## src/sv/cmt_pkg.sv

```systemverilog
// Shared types and constants for the config-map tokenizer.
// Used by cmt_front, cmt_queue, cmt_back and config_map_tokenizer_top.
package cmt_pkg;

  // Column tab stop default and position limits
  localparam int          TAB_STOP_DEF = 8;
  localparam logic [11:0] COL_MAX      = 12'hFFF;
  localparam logic [15:0] LINE_MAX     = 16'hFFFF;

  // Queue between front and back
  localparam int FIFO_DEPTH = 4;

  // Port widths
  localparam int IN_TDATA_W  = 8;
  localparam int OUT_TDATA_W = 40;
  localparam int OUT_TUSER_W = 5;

  // Token kinds
  localparam logic [3:0] KIND_EOF    = 4'd0;
  localparam logic [3:0] KIND_EQUALS = 4'd1;
  localparam logic [3:0] KIND_COMMA  = 4'd2;
  localparam logic [3:0] KIND_SEMI   = 4'd3;
  localparam logic [3:0] KIND_LBRACK = 4'd4;
  localparam logic [3:0] KIND_RBRACK = 4'd5;
  localparam logic [3:0] KIND_LBRACE = 4'd6;
  localparam logic [3:0] KIND_RBRACE = 4'd7;
  localparam logic [3:0] KIND_LIT    = 4'd8;

  // Error codes
  localparam logic [1:0] ERR_NONE    = 2'd0;
  localparam logic [1:0] ERR_STRING  = 2'd1;
  localparam logic [1:0] ERR_COMMENT = 2'd2;

  // One result word, without position
  typedef struct packed {
    logic [3:0] kind;
    logic [7:0] ch;
    logic       valid;
    logic       tend;
    logic       quoted;
    logic [1:0] err;
  } result_t;

  // Results caused by one input word; both share one position
  typedef struct packed {
    result_t     r0;
    result_t     r1;
    logic        two;
    logic [15:0] line;
    logic [11:0] col;
  } entry_t;

  // Build a result word; character reads as zero when not valid
  function automatic result_t mk_result(logic [3:0] kind, logic [7:0] ch, logic valid,
                                        logic tend, logic quoted, logic [1:0] err);
    result_t r;
    r.kind   = kind;
    r.ch     = valid ? ch : 8'd0;
    r.valid  = valid;
    r.tend   = tend;
    r.quoted = quoted;
    r.err    = err;
    return r;
  endfunction

endpackage

```

## src/sv/cmt_front.sv

```systemverilog
// Front end of the tokenizer: lexer mode, comment tracking and text position.
// Classifies each accepted word into zero, one or two results. Uses cmt_pkg.
module cmt_front #(
  parameter int TAB_STOP = cmt_pkg::TAB_STOP_DEF
) (
  input  logic             clk,
  input  logic             rst_n,
  input  logic             accept,
  input  logic [7:0]       text_byte,
  input  logic             end_mark,
  output logic             push,
  output cmt_pkg::entry_t  entry
);
  import cmt_pkg::*;

  localparam int PW = (TAB_STOP > 1) ? $clog2(TAB_STOP) : 1;
  // Phase of column zero follows the unsigned wrap of (column - 1)
  localparam logic [PW-1:0] PH_RESET = PW'(64'hFFFF_FFFF % 64'(TAB_STOP));
  localparam logic [PW-1:0] PH_TAB0  = PW'(TAB_STOP - 1 - int'(PH_RESET));
  localparam logic [PW-1:0] PH_LAST  = PW'(TAB_STOP - 1);

  localparam logic [7:0] CH_NUL   = 8'h00;
  localparam logic [7:0] CH_TAB   = 8'h09;
  localparam logic [7:0] CH_LF    = 8'h0A;
  localparam logic [7:0] CH_CR    = 8'h0D;
  localparam logic [7:0] CH_SPACE = 8'h20;
  localparam logic [7:0] CH_QUOTE = 8'h22;
  localparam logic [7:0] CH_STAR  = 8'h2A;
  localparam logic [7:0] CH_SLASH = 8'h2F;
  localparam logic [7:0] CH_BSL   = 8'h5C;

  typedef enum logic [6:0] {
    MODE_IDLE   = 7'b0000001,
    MODE_BARE   = 7'b0000010,
    MODE_QUOTED = 7'b0000100,
    MODE_QESC   = 7'b0001000,
    MODE_SLASH  = 7'b0010000,
    MODE_BLOCK  = 7'b0100000,
    MODE_LINE   = 7'b1000000
  } mode_t;

  typedef struct packed {
    logic [15:0]   line;
    logic [11:0]   col;
    logic [PW-1:0] ph;
  } pos_t;

  typedef struct packed {
    logic    has;
    result_t res;
    mode_t   mode;
  } bt_t;

  function automatic logic is_ws(logic [7:0] b);
    return (b == CH_SPACE) || ((b >= CH_TAB) && (b <= CH_CR));
  endfunction

  function automatic logic [3:0] punct_kind(logic [7:0] b);
    logic [3:0] k;
    case (b)
      8'h3D:   k = KIND_EQUALS;
      8'h2C:   k = KIND_COMMA;
      8'h3B:   k = KIND_SEMI;
      8'h5B:   k = KIND_LBRACK;
      8'h5D:   k = KIND_RBRACK;
      8'h7B:   k = KIND_LBRACE;
      8'h7D:   k = KIND_RBRACE;
      default: k = KIND_EOF;
    endcase
    return k;
  endfunction

  function automatic logic ends_bare(logic [7:0] b);
    logic [3:0] k;
    k = punct_kind(b);
    return is_ws(b) || ((k != KIND_EOF) && (k != KIND_LBRACK) && (k != KIND_LBRACE));
  endfunction

  // Handle a byte seen between tokens
  function automatic bt_t between(logic [7:0] b);
    bt_t        t;
    logic [3:0] k;
    k      = punct_kind(b);
    t.has  = 1'b0;
    t.res  = '0;
    t.mode = MODE_IDLE;
    if (is_ws(b)) begin
      t.mode = MODE_IDLE;
    end else if (k != KIND_EOF) begin
      t.has = 1'b1;
      t.res = mk_result(k, 8'd0, 1'b0, 1'b1, 1'b0, ERR_NONE);
    end else if (b == CH_QUOTE) begin
      t.has  = 1'b1;
      t.res  = mk_result(KIND_LIT, b, 1'b1, 1'b0, 1'b1, ERR_NONE);
      t.mode = MODE_QUOTED;
    end else if (b == CH_SLASH) begin
      t.mode = MODE_SLASH;
    end else begin
      t.has  = 1'b1;
      t.res  = mk_result(KIND_LIT, b, 1'b1, 1'b0, 1'b0, ERR_NONE);
      t.mode = MODE_BARE;
    end
    return t;
  endfunction

  // Step the position past the previous byte
  function automatic pos_t advance_pos(pos_t cur, logic [7:0] prev);
    pos_t        nxt;
    logic [12:0] c13;
    nxt = cur;
    c13 = {1'b0, cur.col};
    if (prev == CH_LF) begin
      if (cur.line != LINE_MAX) begin
        nxt.line = cur.line + 16'd1;
      end
      c13    = 13'd1;
      nxt.ph = '0;
    end else if (prev == CH_TAB) begin
      c13    = {1'b0, cur.col} + 13'(TAB_STOP) - 13'(cur.ph);
      nxt.ph = (cur.col == 12'd0) ? PH_TAB0 : '0;
    end else if (prev != CH_CR) begin
      c13 = {1'b0, cur.col} + 13'd1;
      if (cur.col == 12'd0 || cur.ph == PH_LAST) begin
        nxt.ph = '0;
      end else begin
        nxt.ph = cur.ph + 1'b1;
      end
    end
    nxt.col = (c13 > {1'b0, COL_MAX}) ? COL_MAX : c13[11:0];
    return nxt;
  endfunction

  mode_t       mode_r, mode_nxt;
  pos_t        pos_r, pos_nxt;
  logic [7:0]  prev_r, prev_nxt;
  logic        star_r, star_nxt;

  pos_t        pos_a, pos_b, pos_e;
  result_t     r0, r1;
  logic [1:0]  cnt;
  logic        fin;
  bt_t         bt;

  // Classify the incoming word
  always_comb begin
    mode_nxt = mode_r;
    pos_nxt  = pos_r;
    prev_nxt = prev_r;
    star_nxt = star_r;
    r0       = '0;
    r1       = '0;
    cnt      = 2'd0;
    fin      = 1'b0;
    pos_a    = advance_pos(pos_r, prev_r);
    pos_b    = advance_pos(pos_a, CH_NUL);
    pos_e    = pos_a;
    bt       = between(text_byte);

    if (end_mark) begin
      fin   = 1'b1;
      pos_e = (pos_r.col != 12'd0) ? pos_a : pos_r;
    end else if (text_byte == CH_NUL) begin
      fin   = 1'b1;
      pos_e = (pos_a.col != 12'd0) ? pos_b : pos_a;
    end else begin
      pos_nxt  = pos_a;
      prev_nxt = text_byte;
      case (mode_r)
        MODE_BARE: begin
          if (ends_bare(text_byte)) begin
            r0       = mk_result(KIND_LIT, 8'd0, 1'b0, 1'b1, 1'b0, ERR_NONE);
            r1       = bt.res;
            cnt      = bt.has ? 2'd2 : 2'd1;
            mode_nxt = bt.mode;
          end else begin
            r0  = mk_result(KIND_LIT, text_byte, 1'b1, 1'b0, 1'b0, ERR_NONE);
            cnt = 2'd1;
          end
        end
        MODE_QUOTED: begin
          if (text_byte == CH_QUOTE) begin
            r0       = mk_result(KIND_LIT, text_byte, 1'b1, 1'b1, 1'b1, ERR_NONE);
            cnt      = 2'd1;
            mode_nxt = MODE_IDLE;
          end else if (text_byte == CH_BSL) begin
            mode_nxt = MODE_QESC;
          end else begin
            r0  = mk_result(KIND_LIT, text_byte, 1'b1, 1'b0, 1'b1, ERR_NONE);
            cnt = 2'd1;
          end
        end
        MODE_QESC: begin
          r0       = mk_result(KIND_LIT, text_byte, 1'b1, 1'b0, 1'b1, ERR_NONE);
          cnt      = 2'd1;
          mode_nxt = MODE_QUOTED;
        end
        MODE_SLASH: begin
          if (text_byte == CH_STAR) begin
            mode_nxt = MODE_BLOCK;
            star_nxt = 1'b0;
          end else if (text_byte == CH_SLASH) begin
            mode_nxt = MODE_LINE;
          end else if (ends_bare(text_byte)) begin
            r0       = mk_result(KIND_LIT, CH_SLASH, 1'b1, 1'b1, 1'b0, ERR_NONE);
            r1       = bt.res;
            cnt      = bt.has ? 2'd2 : 2'd1;
            mode_nxt = bt.mode;
          end else begin
            r0       = mk_result(KIND_LIT, CH_SLASH, 1'b1, 1'b0, 1'b0, ERR_NONE);
            r1       = mk_result(KIND_LIT, text_byte, 1'b1, 1'b0, 1'b0, ERR_NONE);
            cnt      = 2'd2;
            mode_nxt = MODE_BARE;
          end
        end
        MODE_BLOCK: begin
          if (text_byte == CH_SLASH && star_r) begin
            mode_nxt = MODE_IDLE;
            star_nxt = 1'b0;
          end else begin
            star_nxt = (text_byte == CH_STAR);
          end
        end
        MODE_LINE: begin
          if (text_byte == CH_LF) begin
            mode_nxt = MODE_IDLE;
          end
        end
        default: begin
          r0       = bt.res;
          cnt      = bt.has ? 2'd1 : 2'd0;
          mode_nxt = bt.mode;
        end
      endcase
    end

    // Close the text: flush the open token, then EOF or error
    if (fin) begin
      case (mode_r)
        MODE_BARE: begin
          r0  = mk_result(KIND_LIT, 8'd0, 1'b0, 1'b1, 1'b0, ERR_NONE);
          r1  = mk_result(KIND_EOF, 8'd0, 1'b0, 1'b1, 1'b0, ERR_NONE);
          cnt = 2'd2;
        end
        MODE_SLASH: begin
          r0  = mk_result(KIND_LIT, CH_SLASH, 1'b1, 1'b1, 1'b0, ERR_NONE);
          r1  = mk_result(KIND_EOF, 8'd0, 1'b0, 1'b1, 1'b0, ERR_NONE);
          cnt = 2'd2;
        end
        MODE_QUOTED, MODE_QESC: begin
          r0  = mk_result(KIND_EOF, 8'd0, 1'b0, 1'b1, 1'b0, ERR_STRING);
          cnt = 2'd1;
        end
        MODE_BLOCK: begin
          r0  = mk_result(KIND_EOF, 8'd0, 1'b0, 1'b1, 1'b0, ERR_COMMENT);
          cnt = 2'd1;
        end
        default: begin
          r0  = mk_result(KIND_EOF, 8'd0, 1'b0, 1'b1, 1'b0, ERR_NONE);
          cnt = 2'd1;
        end
      endcase
      mode_nxt = MODE_IDLE;
      pos_nxt  = '{line: 16'd1, col: 12'd0, ph: PH_RESET};
      prev_nxt = 8'd0;
      star_nxt = 1'b0;
    end
  end

  // Hand results to the queue
  assign push       = accept && (cnt != 2'd0);
  assign entry.r0   = r0;
  assign entry.r1   = r1;
  assign entry.two  = (cnt == 2'd2);
  assign entry.line = pos_e.line;
  assign entry.col  = pos_e.col;

  // Advance lexer state on each accepted word
  always_ff @(posedge clk) begin
    if (!rst_n) begin
      mode_r <= MODE_IDLE;
      pos_r  <= '{line: 16'd1, col: 12'd0, ph: PH_RESET};
      prev_r <= 8'd0;
      star_r <= 1'b0;
    end else if (accept) begin
      mode_r <= mode_nxt;
      pos_r  <= pos_nxt;
      prev_r <= prev_nxt;
      star_r <= star_nxt;
    end
  end

endmodule

```

## src/sv/cmt_queue.sv

```systemverilog
// Short queue of result entries between tokenizer front and back.
// Holds FIFO_DEPTH entries; uses cmt_pkg.
module cmt_queue (
  input  logic            clk,
  input  logic            rst_n,
  input  logic            push,
  input  cmt_pkg::entry_t push_entry,
  output logic            full,
  input  logic            pop,
  output logic            nempty,
  output cmt_pkg::entry_t head
);
  import cmt_pkg::*;

  localparam int AW = (FIFO_DEPTH > 1) ? $clog2(FIFO_DEPTH) : 1;
  localparam int CW = $clog2(FIFO_DEPTH + 1);

  entry_t          slot_r [FIFO_DEPTH];
  logic [AW-1:0]   wr_ptr_r, rd_ptr_r;
  logic [CW-1:0]   count_r;

  assign full   = (count_r == CW'(FIFO_DEPTH));
  assign nempty = (count_r != '0);
  assign head   = slot_r[rd_ptr_r];

  // Store entry payload
  always_ff @(posedge clk) begin
    if (push) begin
      slot_r[wr_ptr_r] <= push_entry;
    end
  end

  // Advance pointers and fill count
  always_ff @(posedge clk) begin
    if (!rst_n) begin
      wr_ptr_r <= '0;
      rd_ptr_r <= '0;
      count_r  <= '0;
    end else begin
      if (push) begin
        wr_ptr_r <= (wr_ptr_r == AW'(FIFO_DEPTH - 1)) ? '0 : wr_ptr_r + 1'b1;
      end
      if (pop) begin
        rd_ptr_r <= (rd_ptr_r == AW'(FIFO_DEPTH - 1)) ? '0 : rd_ptr_r + 1'b1;
      end
      if (push && !pop) begin
        count_r <= count_r + 1'b1;
      end else if (pop && !push) begin
        count_r <= count_r - 1'b1;
      end
    end
  end

endmodule

```

## src/sv/cmt_back.sv

```systemverilog
// Back end of the tokenizer: unpacks queued entries into output words.
// Holds the current entry in a register stage; uses cmt_pkg.
module cmt_back (
  input  logic                             clk,
  input  logic                             rst_n,
  input  logic                             nempty,
  input  cmt_pkg::entry_t                  head,
  output logic                             pop,
  output logic                             out_tvalid,
  input  logic                             out_tready,
  output logic [cmt_pkg::OUT_TDATA_W-1:0]  out_tdata,
  output logic [cmt_pkg::OUT_TUSER_W-1:0]  out_tuser,
  output logic                             out_tlast
);
  import cmt_pkg::*;

  entry_t   cur_r;
  logic     cur_valid_r;
  logic     sel_r;
  result_t  res;
  logic     last;
  logic     fire;
  logic     load;

  // Pick the word to show
  assign res  = sel_r ? cur_r.r1 : cur_r.r0;
  assign last = sel_r || !cur_r.two;
  assign fire = cur_valid_r && out_tready;
  assign load = !cur_valid_r || (fire && last);
  assign pop  = load && nempty;

  assign out_tvalid = cur_valid_r;
  assign out_tlast  = last;
  assign out_tuser  = {res.valid, res.kind};
  assign out_tdata  = {cur_r.col, cur_r.line, res.err, res.quoted, res.tend, res.ch};

  // Hold entry payload
  always_ff @(posedge clk) begin
    if (pop) begin
      cur_r <= head;
    end
  end

  // Step through the entry's words and refill from the queue
  always_ff @(posedge clk) begin
    if (!rst_n) begin
      cur_valid_r <= 1'b0;
      sel_r       <= 1'b0;
    end else if (load) begin
      cur_valid_r <= nempty;
      sel_r       <= 1'b0;
    end else if (fire) begin
      sel_r <= 1'b1;
    end
  end

endmodule

```

## src/sv/config_map_tokenizer_top.sv

```systemverilog
// Top level of the config-map tokenizer.
// Instantiates cmt_front, cmt_queue and cmt_back; uses cmt_pkg.
//
// Usage:
//   Input channel in_*: one text byte per word in in_tdata; in_tlast marks the
//   end of the text (byte ignored). A zero byte also ends the text.
//   Output channel out_*: one token character or token mark per word. out_tlast
//   flags the last word caused by one input word.
//   The queue stores the results of each accepted input word, and the output stage
//   then loads them before the first word caused by that input word appears.
//   Throughput: one input word per cycle while the queue has room; an input word
//   that makes two results takes two output slots, one that makes none takes no output slot.
//   The lexer mode and text position update once per accepted byte in the
//   front end, so that loop sets the input rate.
//   A four-entry queue sits between front and back: when the receiver stalls,
//   in_tready drops only once the queue is full.
//   Reset: rst_n (synchronous, active low) empties the queue and output stage
//   and puts the lexer between tokens at line 1, column 0. After each end of
//   text the lexer returns to the same state on its own.
module config_map_tokenizer_top #(
  parameter int TAB_STOP = cmt_pkg::TAB_STOP_DEF
) (
  input  logic                             clk,
  input  logic                             rst_n,
  input  logic                             in_tvalid,
  output logic                             in_tready,
  input  logic [cmt_pkg::IN_TDATA_W-1:0]   in_tdata,   // [7:0] text_byte
  input  logic                             in_tlast,   // end_mark
  output logic                             out_tvalid,
  input  logic                             out_tready,
  // [7:0] char_value, [8] token_end, [9] is_quoted, [11:10] error_code,
  // [27:12] line_number, [39:28] column_number
  output logic [cmt_pkg::OUT_TDATA_W-1:0]  out_tdata,
  output logic [cmt_pkg::OUT_TUSER_W-1:0]  out_tuser,  // [3:0] token_kind, [4] char_valid
  output logic                             out_tlast   // run_last
);
  import cmt_pkg::*;

  logic    accept;
  logic    push;
  logic    full;
  logic    pop;
  logic    nempty;
  entry_t  push_entry;
  entry_t  head;

  // Take a word whenever the queue has room
  assign in_tready = !full;
  assign accept    = in_tvalid && in_tready;

  cmt_front #(
    .TAB_STOP (TAB_STOP)
  ) u_front (
    .clk       (clk),
    .rst_n     (rst_n),
    .accept    (accept),
    .text_byte (in_tdata),
    .end_mark  (in_tlast),
    .push      (push),
    .entry     (push_entry)
  );

  cmt_queue u_queue (
    .clk        (clk),
    .rst_n      (rst_n),
    .push       (push),
    .push_entry (push_entry),
    .full       (full),
    .pop        (pop),
    .nempty     (nempty),
    .head       (head)
  );

  cmt_back u_back (
    .clk        (clk),
    .rst_n      (rst_n),
    .nempty     (nempty),
    .head       (head),
    .pop        (pop),
    .out_tvalid (out_tvalid),
    .out_tready (out_tready),
    .out_tdata  (out_tdata),
    .out_tuser  (out_tuser),
    .out_tlast  (out_tlast)
  );

endmodule

```

## config.mk

```make
export PLATFORM = sky130hd
export DESIGN_NAME = config_map_tokenizer_top
export DESIGN_NICKNAME = d
export VERILOG_FILES = /design/src/sv/cmt_pkg.sv /design/src/sv/cmt_front.sv /design/src/sv/cmt_queue.sv /design/src/sv/cmt_back.sv /design/src/sv/config_map_tokenizer_top.sv
export SDC_FILE = /design/constraint.sdc
export NUM_CORES = 1
export LEC_CHECK = 0
export ABC_AREA = 1
export BUFFER_PORTS_ARGS = -buffer_cell sky130_fd_sc_hd__buf_2
export CAP_MARGIN = 10
export CORE_AREA = 3 3 262 135
export DETAILED_ROUTE_END_ITERATION = 8
export DIE_AREA = 0 0 265 138
export PLACE_DENSITY = 0.8
export SYNTH_ARGS = -nofsm -noshare
export SYNTH_HDL_FRONTEND = slang
export SYNTH_HIERARCHICAL = 1
export SYNTH_SLANG_ARGS = --single-unit
```

## constraint.sdc

```tcl
create_clock -name clk -period 8.75 [get_ports clk]
set_input_delay 1.75 -clock clk [delete_from_list [all_inputs] [get_ports clk]]
set_output_delay 1.75 -clock clk [all_outputs]
set_load 0.01 [all_outputs]
```

==> qor.log, run 1 <==
INFO  yosys          synthesis.yosys.warnings=6
INFO  drt            drt.antenna.violating_nets=0
INFO  global_routing grtUsageMet2=35.3%
INFO  power          share_of_total_power_in_combinational_logic=27.4%
INFO  timing         setup_repair_after_global_routing_missed_its_margin=no
INFO  hold_path      timing.hold.worst_path_depth=2
INFO  floorplanning  num_io_pins=61
INFO  setup_path     critPathRequiredTime=8.92ns
INFO  power          p_int=3.61mW
INFO  yosys          synth_top_cells_by_area=sky130_fd_sc_hd__edfxtp_1 52%, sky130_fd_sc_hd__nand2_1 7.8%, sky130_fd_sc_hd__dfxtp_1 6.4%
INFO  place          detailedPlacementHpwl=27.2mm
INFO  global_routing grt_overflow_total=0
INFO  setup_path     start_kind=input pin
INFO  yosys          ys_seq_elements=373
INFO  power          clockPowerShare=25.9%
INFO  layout         area_growth_syn_to_layout=7.47%
INFO  setup_path     r2r-end=u_queue/slot_r[2][51]
INFO  yosys          yosys_top_cell_area_share=52.1%
INFO  drt            routed_vias=13109
INFO  drt            vias_per_cell=5.70
INFO  drt            detail_route.first_pass.iterations=5
INFO  setup_path     critical_path_arrival=5.30ns
INFO  floorplanning  core_region_area=33000squm
INFO  yosys          post_synth_instance_area=18200squm
INFO  cts            ctsHoldBuffers=0
INFO  cts            clock_sink_count=373
INFO  power          irDropWorstVdd=0.217mV
INFO  floorplanning  rows=47
INFO  global_routing grt_first_pass_wirelength=65.5mm
INFO  global_routing use_met1=32.6%
INFO  timing         finalCritPeriodShare=58.7%
INFO  drt            drt-total-wl=41.9mm
INFO  floorplanning  die_h=138microns
INFO  cts            cts_root_buffer=sky130_fd_sc_hd__clkbuf_16
INFO  cts            cts_max_level=2
INFO  global_routing grt-busiest-layer=met2
INFO  place          port-buffer-count=60
INFO  setup_path     critical_path.max_fanout=32
INFO  setup_path     r2r_cells=15
INFO  power          netSwitchingFraction=33.6%
INFO  yosys          synth_ff_type=sky130_fd_sc_hd__edfxtp_1
INFO  yosys          synth_edf_count=315
INFO  setup_path     end_kind=register
INFO  floorplanning  die-area=36600squm
INFO  timing         timing.final.hold_violations=0
INFO  setup_path     crit-reg2reg-launch=u_front/mode_r[5]
INFO  timing         final.hold.worst_slack=0.466ns
INFO  power          power.density=279nW/um^2
INFO  timing         summed_negative_setup_slack_over_all_endpoints=0ns
INFO  global_routing maximum_number_of_pins_on_one_net_before_global_route_repair=127
INFO  yosys          synth_common_cells=379 x sky130_fd_sc_hd__nand2_1, 315 x sky130_fd_sc_hd__edfxtp_1, 197 x sky130_fd_sc_hd__nor2_1
INFO  power          totalPowerFinal=5.44mW
INFO  yosys          synth_largest_area_cell=sky130_fd_sc_hd__edfxtp_1
INFO  timing         timing.slew.headroom=19.5%
INFO  cts            ctsResizeCount=0
INFO  timing         report.final.setup_viol=0
INFO  power          power_leakage=7.31nW
INFO  global_routing grt.total_usage=22.5%
INFO  timing         clock-skew-final=0.0175ns
INFO  yosys          synth.most_common_cell=sky130_fd_sc_hd__nand2_1
INFO  drt            drcViolationCount=0
INFO  yosys          postSynthCellCount=1826
INFO  timing         period_minus_slack=5.14ns
INFO  global_routing via_count_of_the_first_global_routing_pass=12114
INFO  global_routing grt_antenna_before_repair=0
INFO  layout         layout-drive-gt1-share=13.6%
INFO  cts            cts_made_buffers=35
INFO  hold_path      kind_of_path_behind_the_tightest_hold_check=register to register
INFO  floorplanning  fp.dieW=265microns
INFO  layout         nets_finish=1887
INFO  drt            routed_len_inst=18.2microns
INFO  timing         maxSlewViolCount=0
INFO  drt            detail_route.iter0.violations=1468
INFO  yosys          postSynth.asyncResetShare=0%
INFO  setup_path     reg2reg_setup_slack=4.37ns
INFO  layout         insertedDiodeCount=0
INFO  status         run_status=completed
INFO  yosys          seq_area_frac_synth=58.5%
INFO  cts            ctsLongestPathBuffers=3
INFO  yosys          yosys.cell_types.count=57
INFO  power          power.net_switching=1.83mW
INFO  timing         transition_time_at_the_pin_with_the_least_slew_margin=1.20ns
INFO  hold_path      worst_hold_startpoint=u_front/prev_r[5]
INFO  floorplanning  effective_utilization_at_floorplan=55.0%
INFO  place          place.gp.congestion=0.957
INFO  global_routing grt_util_met3=3.44%
INFO  setup_path     critPathKind=input pin to register
INFO  job            drv_cap=0
INFO  hold_path      worst_hold_path.endpoint=u_front/prev_r[5]
INFO  yosys          synth_area_per_cell=9.95squm
INFO  timing         achievable-frequency=195MHz
INFO  power          seq_power_share=46.7%
INFO  cts            clk-insertion-delay-late=0.52ns
INFO  cts            tritoncts=yes
INFO  cts            clk_pin_slew_worst_paths=0.06ns
INFO  cts            post-cts-setup-buffer-count=0
==> state kept, by name, indices dropped and copies added, names as in the netlist, 3 cells and up, named ones only <==
name	cells
u_queue/slot_r	252
u_back/cur_r	35
u_front/pos_r	31
u_back/out_tdata	28
u_front/prev_r	8
u_front/mode_r	7
u_queue/count_r	3
==> cell type report <==
cell class                 count  area [sq um]
clock inverter                19           150
timing repair buffer          73           398
fill                        2633         13500
inverter                     155           602
multi-input combinational   1195          6290
sequential                   373         10600
tap                          441           552
clock buffer                  43           906
==> power groups by stage <==
stage	Clock, mW	Combinational, mW	Sequential, mW
global placement	0	1.43	2.57
detailed placement	0	1.47	2.58
floorplan	0	1.18	2.51
CTS	1.43	1.49	2.54
global route	1.51	1.63	2.57
finish	1.41	1.49	2.54
==> how the worst max path moves through the flow <==
stage	start	endpoint	slack [ns]
floorplan	out_tready	u_queue/count_r[1]	2.38
global placement	in_tdata[0]	u_queue/slot_r[2][40]	3.23
detailed placement	in_tdata[0]	u_queue/slot_r[2][40]	3.11
CTS	in_tdata[0]	u_queue/slot_r[2][27]	3.67
global route	in_tdata[6]	u_queue/slot_r[2][27]	3.25
finish	in_tdata[0]	u_queue/slot_r[2][51]	3.61
==> critical path, stage by stage <==
cell and delay [ns]:
sky130_fd_sc_hd__buf_2 0.14, sky130_fd_sc_hd__nor2_1 0.18, sky130_fd_sc_hd__nand2_1 0.11, sky130_fd_sc_hd__nor4_2 0.35, sky130_fd_sc_hd__nor2_1 0.08, sky130_fd_sc_hd__buf_4 0.21
sky130_fd_sc_hd__inv_2 0.31, sky130_fd_sc_hd__o21ai_0 0.28, sky130_fd_sc_hd__a31oi_1 0.58, sky130_fd_sc_hd__nand2_1 0.13, sky130_fd_sc_hd__inv_2 0.61, sky130_fd_sc_hd__buf_4 0.54
==> routing by layer <==
layer | wire length [microns] | vias to the layer above
met5 | 0 | -
met4 | 1050 | 0
met3 | 3580 | 84
met2 | 19100 | 563
met1 | 18200 | 6208
li1 | - | 6254
==> kinds of logic (layout without fill, tap and decap cells) <==
group | Yosys count | in the layout | synth area share [%]
and+or+nand+nor | 767 | 767 | 18.5
AOI/OAI and AO/OA | 364 | 364 | 12.1
adders and majority gates | 41 | 41 | 2.91
other | 1 | 3 | 0.0206
DFF | 373 | 373 | 58.5
xor gates and xnor gates | 20 | 20 | 0.964
buffers and inverters | 260 | 290 | 7.02
==> layout by cell type, fill, tap and decap left out, types with 40 or more instances in the layout <==
master                     count
sky130_fd_sc_hd__nand2_1     379
sky130_fd_sc_hd__edfxtp_1    315
sky130_fd_sc_hd__nor2_1      196
sky130_fd_sc_hd__o21ai_0     171
sky130_fd_sc_hd__inv_1       139
sky130_fd_sc_hd__a21oi_1      73
sky130_fd_sc_hd__buf_2        60
sky130_fd_sc_hd__nand3_1      57
sky130_fd_sc_hd__dfxtp_1      56
sky130_fd_sc_hd__nor2_2       40
==> through the flow <==
step / setup slack (ns) / cell area, sq um / instances / utilization, %
floorplan: 2.38 / 18200 / 1828 / -
global placement: 3.23 / 18500 / 2237 / 55.9
detailed placement: 3.11 / 18500 / 2237 / 55.9
CTS: 3.67 / 19500 / 2299 / 59.1
global route: 3.25 / 19500 / 2299 / 59.1
finish: 3.61 / 19500 / 2299 / 59.1
(Power assumes the default switching activity.)
==> run 2: changes to the inputs <==
--- a/config.mk
+++ b/config.mk
@@ -5,13 +5,13 @@
 export SDC_FILE = /design/constraint.sdc
 export NUM_CORES = 1
 export LEC_CHECK = 0
-export ABC_AREA = 1
+export ABC_AREA = 0
 export BUFFER_PORTS_ARGS = -buffer_cell sky130_fd_sc_hd__buf_2
 export CAP_MARGIN = 10
-export CORE_AREA = 3 3 262 135
+export CORE_AREA = 3 3 258 133
 export DETAILED_ROUTE_END_ITERATION = 8
-export DIE_AREA = 0 0 265 138
-export PLACE_DENSITY = 0.8
+export DIE_AREA = 0 0 261 136
+export PLACE_DENSITY = 0.81
 export SYNTH_ARGS = -nofsm -noshare
 export SYNTH_HDL_FRONTEND = slang
 export SYNTH_HIERARCHICAL = 1
==> constraint.sdc (replaced) <==
create_clock -name clk -period 5.3 [get_ports clk]
set_input_delay 1.06 -clock clk [delete_from_list [all_inputs] [get_ports clk]]
set_output_delay 1.06 -clock clk [all_outputs]
set_load 0.01 [all_outputs]
==> qor.log, run 2 <==
INFO  drt            routed_len_inst=21.7microns [was 18.2 microns]
INFO  global_routing via_count_of_the_first_global_routing_pass=11284 [was 12114]
INFO  cts            tritoncts=yes [unchanged]
INFO  place          detailedPlacementHpwl=25.5mm [was 27.2 mm]
INFO  setup_path     end_kind=register [unchanged]
INFO  cts            cts_max_level=2 [unchanged]
INFO  yosys          synth_edf_count=315 [unchanged]
INFO  layout         sequential_cell_area=10600squm [unchanged]
INFO  layout         area_growth_syn_to_layout=8.38% [was 7.47%]
INFO  yosys          post_synth_instance_area=17700squm [was 18200 sq um]
INFO  timing         period_minus_slack=4.62ns
INFO  setup_path     critical_path_arrival=4.85ns [was 5.30 ns]
INFO  place          port-buffer-count=60 [unchanged]
INFO  layout         largest_registers=u_queue/slot_r (252), u_back/cur_r (35), u_front/pos_r (31) [unchanged]
INFO  cts            ctsResizeCount=0 [unchanged]
INFO  place          dp.cells=1743 [was 2237]
INFO  layout         layout.filler_cells=2341 [was 2633]
INFO  power          power_leakage=6.70nW [was 7.31 nW]
INFO  layout         share_of_the_core_filled_with_cells_in_the_final_layout=60.3% [was 59.1%]
INFO  place          pre_cts_ws=0.610ns [was 3.11 ns]
INFO  drt            drt-total-wl=39.2mm [was 41.9 mm]
INFO  hold_path      kind_of_path_behind_the_tightest_hold_check=register to register [unchanged]
INFO  floorplanning  fp.dieW=261microns [was 265 microns]
INFO  global_routing maximum_number_of_pins_on_one_net_before_global_route_repair=66 [was 127]
INFO  layout         multi_input_area=6300squm [was 6290 sq um]
INFO  yosys          synth.most_common_cell=sky130_fd_sc_hd__edfxtp_1 [was sky130_fd_sc_hd__nand2_1]
INFO  setup_path     r2r-end=u_queue/slot_r[3][9] [was u_queue/slot_r[2][51]]
INFO  layout         largest-register=u_queue/slot_r [unchanged]
INFO  cts            ctsHoldBuffers=0 [unchanged]
INFO  job            drv_cap=0 [unchanged]
INFO  cts            post-cts-setup-buffer-count=0 [unchanged]
INFO  yosys          synth_largest_area_cell=sky130_fd_sc_hd__edfxtp_1 [unchanged]
INFO  power          totalPowerFinal=8.26mW [was 5.44 mW]
INFO  timing         final.hold.worst_slack=0.483ns [was 0.466 ns]
INFO  cts            clk-insertion-delay-late=0.52ns [about the same]
INFO  yosys          synth_area_per_cell=13.4squm [was 9.95 sq um]
INFO  cts            cts_made_buffers=34 [was 35]
INFO  setup_path     reg2reg_setup_slack=0.68ns [was 4.37 ns]
INFO  setup_path     critical_path.max_fanout=14 [was 32]
INFO  setup_path     start_kind=register [was input pin]
INFO  yosys          yosys_top_cell_area_share=53.4% [was 52.1%]
INFO  timing         setup_repair_after_global_routing_missed_its_margin=no [unchanged]
INFO  layout         layout.cells.most_common_list=315 x sky130_fd_sc_hd__edfxtp_1, 108 x sky130_fd_sc_hd__nor2_1, 100 x sky130_fd_sc_hd__nand2_1 [was 379 x sky130_fd_sc_hd__nand2_1, 315 x sky130_fd_sc_hd__edfxtp_1, 196 x sky130_fd_sc_hd__nor2_1]
INFO  cts            ctsLongestPathBuffers=3 [unchanged]
INFO  layout         largest_reg_flops=252 [unchanged]
INFO  timing         summed_negative_setup_slack_over_all_endpoints=0ns [unchanged]
INFO  layout         fin_area=19200squm [was 19500 sq um]
INFO  layout         insertedDiodeCount=0 [unchanged]
INFO  yosys          synth_common_cells=315 x sky130_fd_sc_hd__edfxtp_1, 108 x sky130_fd_sc_hd__nor2_1, 100 x sky130_fd_sc_hd__nand2_1 [was 379 x sky130_fd_sc_hd__nand2_1, 315 x sky130_fd_sc_hd__edfxtp_1, 197 x sky130_fd_sc_hd__nor2_1]
INFO  setup_path     critPathKind=register to register [was input pin to register]
INFO  place          dpl-instance-area=18100squm [was 18500 sq um]
INFO  drt            detail_route.iter0.violations=1379 [was 1468]
INFO  global_routing grt_antenna_before_repair=0 [unchanged]
INFO  timing         report.final.setup_viol=0 [unchanged]
INFO  power          irDropWorstVdd=0.346mV [was 0.217 mV]
INFO  timing         transition_time_at_the_pin_with_the_least_slew_margin=1.09ns [was 1.20 ns]
INFO  drt            detail_route.first_pass.iterations=6 [was 5]
INFO  cts            clock_sink_count=373 [unchanged]
INFO  timing         maxSlewViolCount=0 [unchanged]
INFO  timing         clock-skew-final=0.0185ns [was 0.0175 ns]
INFO  yosys          postSynth.asyncResetShare=0% [unchanged]
INFO  yosys          yosys.cell_types.count=100 [was 57]
INFO  drt            vias_per_cell=6.25 [was 5.70]
INFO  layout         layout.cells.most_common=sky130_fd_sc_hd__edfxtp_1 [was sky130_fd_sc_hd__nand2_1]
INFO  timing         achievable-frequency=217MHz
INFO  floorplanning  num_io_pins=61 [unchanged]
INFO  timing         finalCritPeriodShare=87.1%
INFO  global_routing grt_first_pass_wirelength=62.5mm [was 65.5 mm]
INFO  floorplanning  rows=46 [was 47]
INFO  floorplanning  core_region_area=31800squm [was 33000 sq um]
INFO  power          power.density=430nW/um^2 [was 279 nW/um^2]
INFO  layout         layout-drive-gt1-share=18.4% [was 13.6%]
INFO  setup_path     crit-reg2reg-launch=u_front/pos_r[5] [was u_front/mode_r[5]]
INFO  layout         final_cell_count_no_fill=1803 [was 2299]
INFO  drt            drcViolationCount=0 [unchanged]
INFO  layout         nets_finish=1400 [was 1887]
INFO  cts            clk_pin_slew_worst_paths=0.07ns [was 0.06 ns]
INFO  yosys          ys_seq_elements=373 [unchanged]
INFO  drt            routed_vias=11271 [was 13109]
INFO  floorplanning  die-area=35500squm [was 36600 sq um]
INFO  place          place.gp.congestion=0.969 [was 0.957]
INFO  timing         timing.slew.headroom=27.0% [was 19.5%]
INFO  global_routing grt.total_usage=22.5% [about the same]
INFO  yosys          synth_top_cells_by_area=sky130_fd_sc_hd__edfxtp_1 53%, sky130_fd_sc_hd__mux4_2 7.6%, sky130_fd_sc_hd__dfxtp_1 6.6% [was sky130_fd_sc_hd__edfxtp_1 52%, sky130_fd_sc_hd__nand2_1 7.8%, sky130_fd_sc_hd__dfxtp_1 6.4%]
INFO  setup_path     endpoint=u_queue/slot_r[3][9] [was u_queue/slot_r[2][51]]
INFO  setup_path     critPathRequiredTime=5.53ns [was 8.92 ns]
INFO  floorplanning  die_h=136microns [was 138 microns]
INFO  timing         timing.final.hold_violations=0 [unchanged]
INFO  yosys          synth_ff_type=sky130_fd_sc_hd__edfxtp_1 [unchanged]
INFO  yosys          seq_area_frac_synth=60.0% [was 58.5%]
INFO  timing         setup_ws=0.684ns [was 3.61 ns]
INFO  yosys          synthesis.yosys.warnings=6 [unchanged]
INFO  status         run_status=completed [unchanged]
INFO  drt            drt.antenna.violating_nets=0 [unchanged]
INFO  floorplanning  effective_utilization_at_floorplan=55.7% [was 55.0%]
INFO  setup_path     r2r_cells=14 [was 15]
INFO  global_routing grt_overflow_total=0 [unchanged]
INFO  hold_path      worst_hold_startpoint=u_front/prev_r[3] [was u_front/prev_r[5]]
INFO  setup_path     start_point_of_the_critical_path=u_front/pos_r[5] [was in_tdata[0]]
INFO  yosys          postSynthCellCount=1319 [was 1826]
INFO  cts            cts_root_buffer=sky130_fd_sc_hd__clkbuf_16 [unchanged]
run 2: changes by cell type after synthesis, sizes merged, moves of 14 or more:
| cell | previous run | this run |
|---|---|---|
| nor2b | 0 | 23 |
| a21oi | 75 | 61 |
| o21ai | 192 | 60 |
| mux4 | 0 | 63 |
| mux2 | 0 | 21 |
| nand2 | 395 | 101 |
| xnor2 | 2 | 16 |
| o22ai | 67 | 4 |
| inv | 151 | 44 |
| and2 | 1 | 23 |
| nand3 | 73 | 40 |
| nor2 | 241 | 108 |
run 2: worst min-delay path by stage:
stage,slack [ns],end,cells after the start
floorplan,0.44,u_front/prev_r[3],2
global placement,0.47,u_front/prev_r[3],2
detailed placement,0.47,u_front/prev_r[3],2
CTS,0.48,u_front/prev_r[3],2
global route,0.52,u_front/prev_r[3],2
finish,0.48,u_front/prev_r[3],2
run 2: where the power goes:
part           switching [mW]  leakage [nW]  internal, mW  total [mW]
Combinational           0.930          2.76         0.820        1.75
Clock                    1.01         0.520          1.39        2.40
Sequential              0.273          3.42          3.83        4.11
Total                    2.22          6.70          6.04        8.26
run 2: logic make-up (layout without fill, tap and decap cells):
group / after synthesis / after routing / share of synthesized area, %
other: 1 / 3 / 0.0212
DFF: 373 / 373 / 60.0
and+or+nand+nor: 413 / 413 / 12.3
buffers and inverters: 138 / 188 / 4.61
muxes: 94 / 94 / 10.2
AOI/OAI and AO/OA: 234 / 234 / 8.78
xor gates and xnor gates: 26 / 26 / 1.29
adders and majority gates: 40 / 40 / 2.91
run 2: area by class of cell:
| cell class | instances | share of cell area, % |
|---|---|---|
| flip-flops and latches | 373 | 55.3 |
| repair buffers | 83 | 2.46 |
| multi-input cells | 810 | 32.8 |
| clock buffers | 45 | 4.86 |
| inverters | 45 | 0.880 |
| well taps | 432 | 2.82 |
| clock inverters | 15 | 0.802 |
run 2: metal layers:
| metal | vias up | global-route usage [%] | part of all wire [%] |
|---|---|---|---|
| met5 | - | 0 | 0 |
| met4 | 0 | 6.45 | 2.1 |
| met3 | 59 | 3.39 | 7.0 |
| met2 | 498 | 36.8 | 48 |
| met1 | 5668 | 31.7 | 43 |
| li1 | 5046 | - | - |
run 2: critical path: stages (launching register included):
cell and delay [ns]:
sky130_fd_sc_hd__dfxtp_1 0.58, sky130_fd_sc_hd__ha_1 0.33, sky130_fd_sc_hd__ha_1 0.31, sky130_fd_sc_hd__a211oi_2 0.31
sky130_fd_sc_hd__o2111ai_1 0.26, sky130_fd_sc_hd__nand2_1 0.19, sky130_fd_sc_hd__o221ai_2 0.12, sky130_fd_sc_hd__or3_1 0.41
sky130_fd_sc_hd__nand2_1 0.22, sky130_fd_sc_hd__ha_1 0.47, sky130_fd_sc_hd__inv_1 0.15, sky130_fd_sc_hd__nor2_1 0.19
sky130_fd_sc_hd__a41o_1 0.37, sky130_fd_sc_hd__nand3_1 0.19, sky130_fd_sc_hd__o311ai_1 0.23
==> run 3: changes to the inputs <==
--- a/config.mk
+++ b/config.mk
@@ -11,7 +11,7 @@
 export CORE_AREA = 3 3 258 133
 export DETAILED_ROUTE_END_ITERATION = 8
 export DIE_AREA = 0 0 261 136
-export PLACE_DENSITY = 0.81
+export PLACE_DENSITY = 0.82
 export SYNTH_ARGS = -nofsm -noshare
 export SYNTH_HDL_FRONTEND = slang
 export SYNTH_HIERARCHICAL = 1
==> qor.log, run 3 (synthesized netlist as in run 2, its figures left out) <==
INFO  layout         largest_reg_flops=252 [unchanged]
INFO  cts            cts_made_buffers=34 [unchanged]
INFO  place          pre_cts_ws=0.729ns [was 0.610 ns]
INFO  timing         clock-skew-final=0.0230ns [was 0.0185 ns]
INFO  floorplanning  fp.dieW=261microns [unchanged]
INFO  cts            clk_pin_slew_worst_paths=0.06ns [was 0.07 ns]
INFO  timing         period_minus_slack=4.65ns [was 4.62 ns]
INFO  job            drv_cap=0 [unchanged]
INFO  layout         layout.cells.most_common=sky130_fd_sc_hd__edfxtp_1 [unchanged]
INFO  setup_path     end_kind=register [unchanged]
INFO  cts            ctsLongestPathBuffers=3 [unchanged]
INFO  global_routing use_met1=32.1% [was 31.7%]
INFO  cts            clock_sink_count=373 [unchanged]
INFO  setup_path     critical_path.slowest_cell=sky130_fd_sc_hd__dfxtp_1 [unchanged]
INFO  setup_path     crit-reg2reg-launch=u_front/pos_r[5] [unchanged]
INFO  global_routing grt.total_usage=23.0% [was 22.5%]
INFO  setup_path     critical_path_arrival=4.92ns [was 4.85 ns]
INFO  layout         insertedDiodeCount=0 [unchanged]
INFO  global_routing grt_overflow_total=0 [unchanged]
INFO  cts            cts_max_level=2 [unchanged]
INFO  hold_path      worst_hold_path.endpoint=u_front/mode_r[3] [was u_front/prev_r[3]]
INFO  setup_path     critPathKind=register to register [unchanged]
INFO  floorplanning  rows=46 [unchanged]
INFO  drt            routed_vias=11273 [was 11271]
INFO  global_routing grtUsageMet2=37.9% [was 36.8%]
INFO  cts            ctsHoldBuffers=0 [unchanged]
INFO  layout         layout-drive-gt1-share=18.6% [was 18.4%]
INFO  hold_path      worst_hold_startpoint=u_front/mode_r[3] [was u_front/prev_r[3]]
INFO  hold_path      kind_of_path_behind_the_tightest_hold_check=register to register [unchanged]
INFO  hold_path      timing.hold.worst_path_depth=2 [unchanged]
INFO  global_routing grt_util_met3=3.59% [was 3.39%]
INFO  place          detailedPlacementHpwl=26.2mm [was 25.5 mm]
INFO  cts            ctsResizeCount=0 [unchanged]
INFO  timing         timing.final.hold_violations=0 [unchanged]
INFO  floorplanning  die_h=136microns [unchanged]
INFO  timing         setup_repair_after_global_routing_missed_its_margin=no [unchanged]
INFO  global_routing grt_antenna_before_repair=1 [was 0]
INFO  place          dp.cells=1742 [was 1743]
INFO  layout         final_cell_count_no_fill=1801 [was 1803]
INFO  timing         report.final.setup_viol=0 [unchanged]
INFO  setup_path     timing.critical_path.buf_inv=1 [unchanged]
INFO  power          power_leakage=6.73nW [was 6.70 nW]
INFO  drt            drt-total-wl=40.5mm [was 39.2 mm]
INFO  drt            drt.antenna.violating_nets=0 [unchanged]
INFO  setup_path     r2r-end=u_queue/slot_r[0][8] [was u_queue/slot_r[3][9]]
INFO  setup_path     critPathRequiredTime=5.58ns [was 5.53 ns]
INFO  setup_path     critical_path_cell_by_cell=ha_1 -> ha_1 -> a211oi_2 -> o2111ai_1 -> nand2_1 -> o221ai_2 -> or3_1 -> nand2_1 -> ha_1 -> inv_1 -> nor2_1 -> a41o_1 -> a21oi_1 -> o221ai_1 [was ha_1 -> ha_1 -> a211oi_2 -> o2111ai_1 -> nand2_1 -> o221ai_2 -> or3_1 -> nand2_1 -> ha_1 -> inv_1 -> nor2_1 -> a41o_1 -> nand3_1 -> o311ai_1]
INFO  setup_path     max_stage_delay=0.60ns [was 0.58 ns]
INFO  global_routing grt_first_pass_wirelength=63.1mm [was 62.5 mm]
INFO  cts            clk-insertion-delay-late=0.53ns [was 0.52 ns]
INFO  setup_path     critPathTopFamily=compound AO/OA/AOI/OAI gates [unchanged]
INFO  setup_path     critical_path.max_fanout=14 [unchanged]
INFO  timing         achievable-frequency=215MHz [was 217 MHz]
INFO  power          power.density=436nW/um^2 [was 430 nW/um^2]
INFO  floorplanning  die-area=35500squm [unchanged]
INFO  power          totalPowerFinal=8.37mW [was 8.26 mW]
INFO  global_routing grt-busiest-layer=met2 [unchanged]
INFO  layout         area_growth_syn_to_layout=8.53% [was 8.38%]
INFO  timing         maxSlewViolCount=0 [unchanged]
INFO  global_routing via_count_of_the_first_global_routing_pass=11149 [was 11284]
INFO  timing         timing.slew.headroom=28.0% [was 27.0%]
INFO  layout         largest_registers=u_queue/slot_r (252), u_back/cur_r (35), u_front/pos_r (31) [unchanged]
INFO  setup_path     reg2reg_setup_slack=0.65ns [was 0.68 ns]
INFO  drt            routed_len_inst=22.5microns [was 21.7 microns]
INFO  setup_path     r2r_cells=14 [unchanged]
INFO  setup_path     cpMostUsedCell=sky130_fd_sc_hd__ha_1 [unchanged]
INFO  drt            detail_route.iter0.violations=1324 [was 1379]
INFO  cts            post-cts-setup-buffer-count=0 [unchanged]
INFO  drt            vias_per_cell=6.26 [was 6.25]
INFO  cts            tritoncts=yes [unchanged]
INFO  drt            detail_route.first_pass.iterations=5 [was 6]
INFO  timing         finalCritPeriodShare=87.7% [was 87.1%]
INFO  setup_path     start_kind=register [unchanged]
INFO  setup_path     critical_path_depth=14 [unchanged]
INFO  layout         layout.cells.most_common_list=315 x sky130_fd_sc_hd__edfxtp_1, 108 x sky130_fd_sc_hd__nor2_1, 100 x sky130_fd_sc_hd__nand2_1 [unchanged]
INFO  timing         transition_time_at_the_pin_with_the_least_slew_margin=1.08ns [was 1.09 ns]
INFO  layout         largest-register=u_queue/slot_r [unchanged]
INFO  layout         share_of_the_core_filled_with_cells_in_the_final_layout=60.4% [was 60.3%]
INFO  timing         setup_ws=0.653ns [was 0.684 ns]
INFO  layout         layout.filler_cells=2348 [was 2341]
INFO  floorplanning  core_region_area=31800squm [unchanged]
INFO  place          place.gp.congestion=0.937 [was 0.969]
INFO  floorplanning  effective_utilization_at_floorplan=55.7% [unchanged]
INFO  global_routing maximum_number_of_pins_on_one_net_before_global_route_repair=66 [unchanged]
INFO  floorplanning  num_io_pins=61 [unchanged]
INFO  layout         nets_finish=1399 [was 1400]
INFO  power          irDropWorstVdd=0.382mV [was 0.346 mV]
INFO  drt            drcViolationCount=0 [unchanged]
INFO  cts            cts_root_buffer=sky130_fd_sc_hd__clkbuf_16 [unchanged]
INFO  place          port-buffer-count=60 [unchanged]
INFO  status         run_status=completed [unchanged]
INFO  timing         summed_negative_setup_slack_over_all_endpoints=0ns [unchanged]
==> run 3: cell types whose count changed in the layout (fill, tap and decap cells not counted) <==
cell / change
sky130_fd_sc_hd__clkinv_1: -2
sky130_fd_sc_hd__clkinv_2: +3
sky130_fd_sc_hd__clkbuf_16: +1
sky130_fd_sc_hd__clkinvlp_4: -2
sky130_fd_sc_hd__clkbuf_1: -3
sky130_fd_sc_hd__clkbuf_8: +2
sky130_fd_sc_hd__buf_4: -1
==> run 3: area by class of cell <==
| type | instances | area, sq um | area share (%) |
|---|---|---|---|
| Tap cell | 432 | 541 | 2.81 |
| Timing Repair Buffer | 82 | 465 | 2.42 |
| Clock buffer | 45 | 975 | 5.07 |
| Clock inverter | 14 | 146 | 0.761 |
| Multi-Input combinational cell | 810 | 6300 | 32.8 |
| Inverter | 45 | 169 | 0.879 |
| Sequential cell | 373 | 10600 | 55.3 |
==> run 3: how the worst max path moves through the flow <==
stage                                 from                    to
after floorplan                in_tdata[0]  u_queue/slot_r[0][0]
after global placement         in_tdata[0]    u_queue/count_r[2]
after detailed placement       in_tdata[4]    u_queue/count_r[2]
after CTS                 u_front/pos_r[5]  u_queue/slot_r[1][4]
after global routing      u_front/pos_r[5]  u_queue/slot_r[2][8]
final                     u_front/pos_r[5]  u_queue/slot_r[0][8]
==> run 3: layer usage <==
layer / vias up / share of wire, %
met5: - / 0.032
met4: 2 / 2.2
met3: 75 / 7.2
met2: 474 / 48
met1: 5694 / 42
li1: 5028 / -
==> run 3: metrics by stage <==
stage	hold WS [ns]	cell area (sq um)
floorplan	0.443	17700
global placement	0.475	18100
detailed placement	0.487	18100
CTS	0.504	19200
global route	0.526	19200
finish	0.502	19200
==> run 3: report_power, final <==
part	leakage [nW]	total [mW]	internal, mW	switching (mW)
Clock	0.551	2.48	1.44	1.04
Combinational	2.76	1.80	0.821	0.982
Sequential	3.42	4.09	3.84	0.259
Total	6.73	8.37	6.10	2.28
==> run 3: worst min-delay path: cells and delay by family, from the launching register on <==
kind / cells / cell delay (ns)
flip-flops: 1 / 0.34
AO/OA/AOI/OAI: 1 / 0.05
AND/OR/NAND/NOR: 1 / 0.06
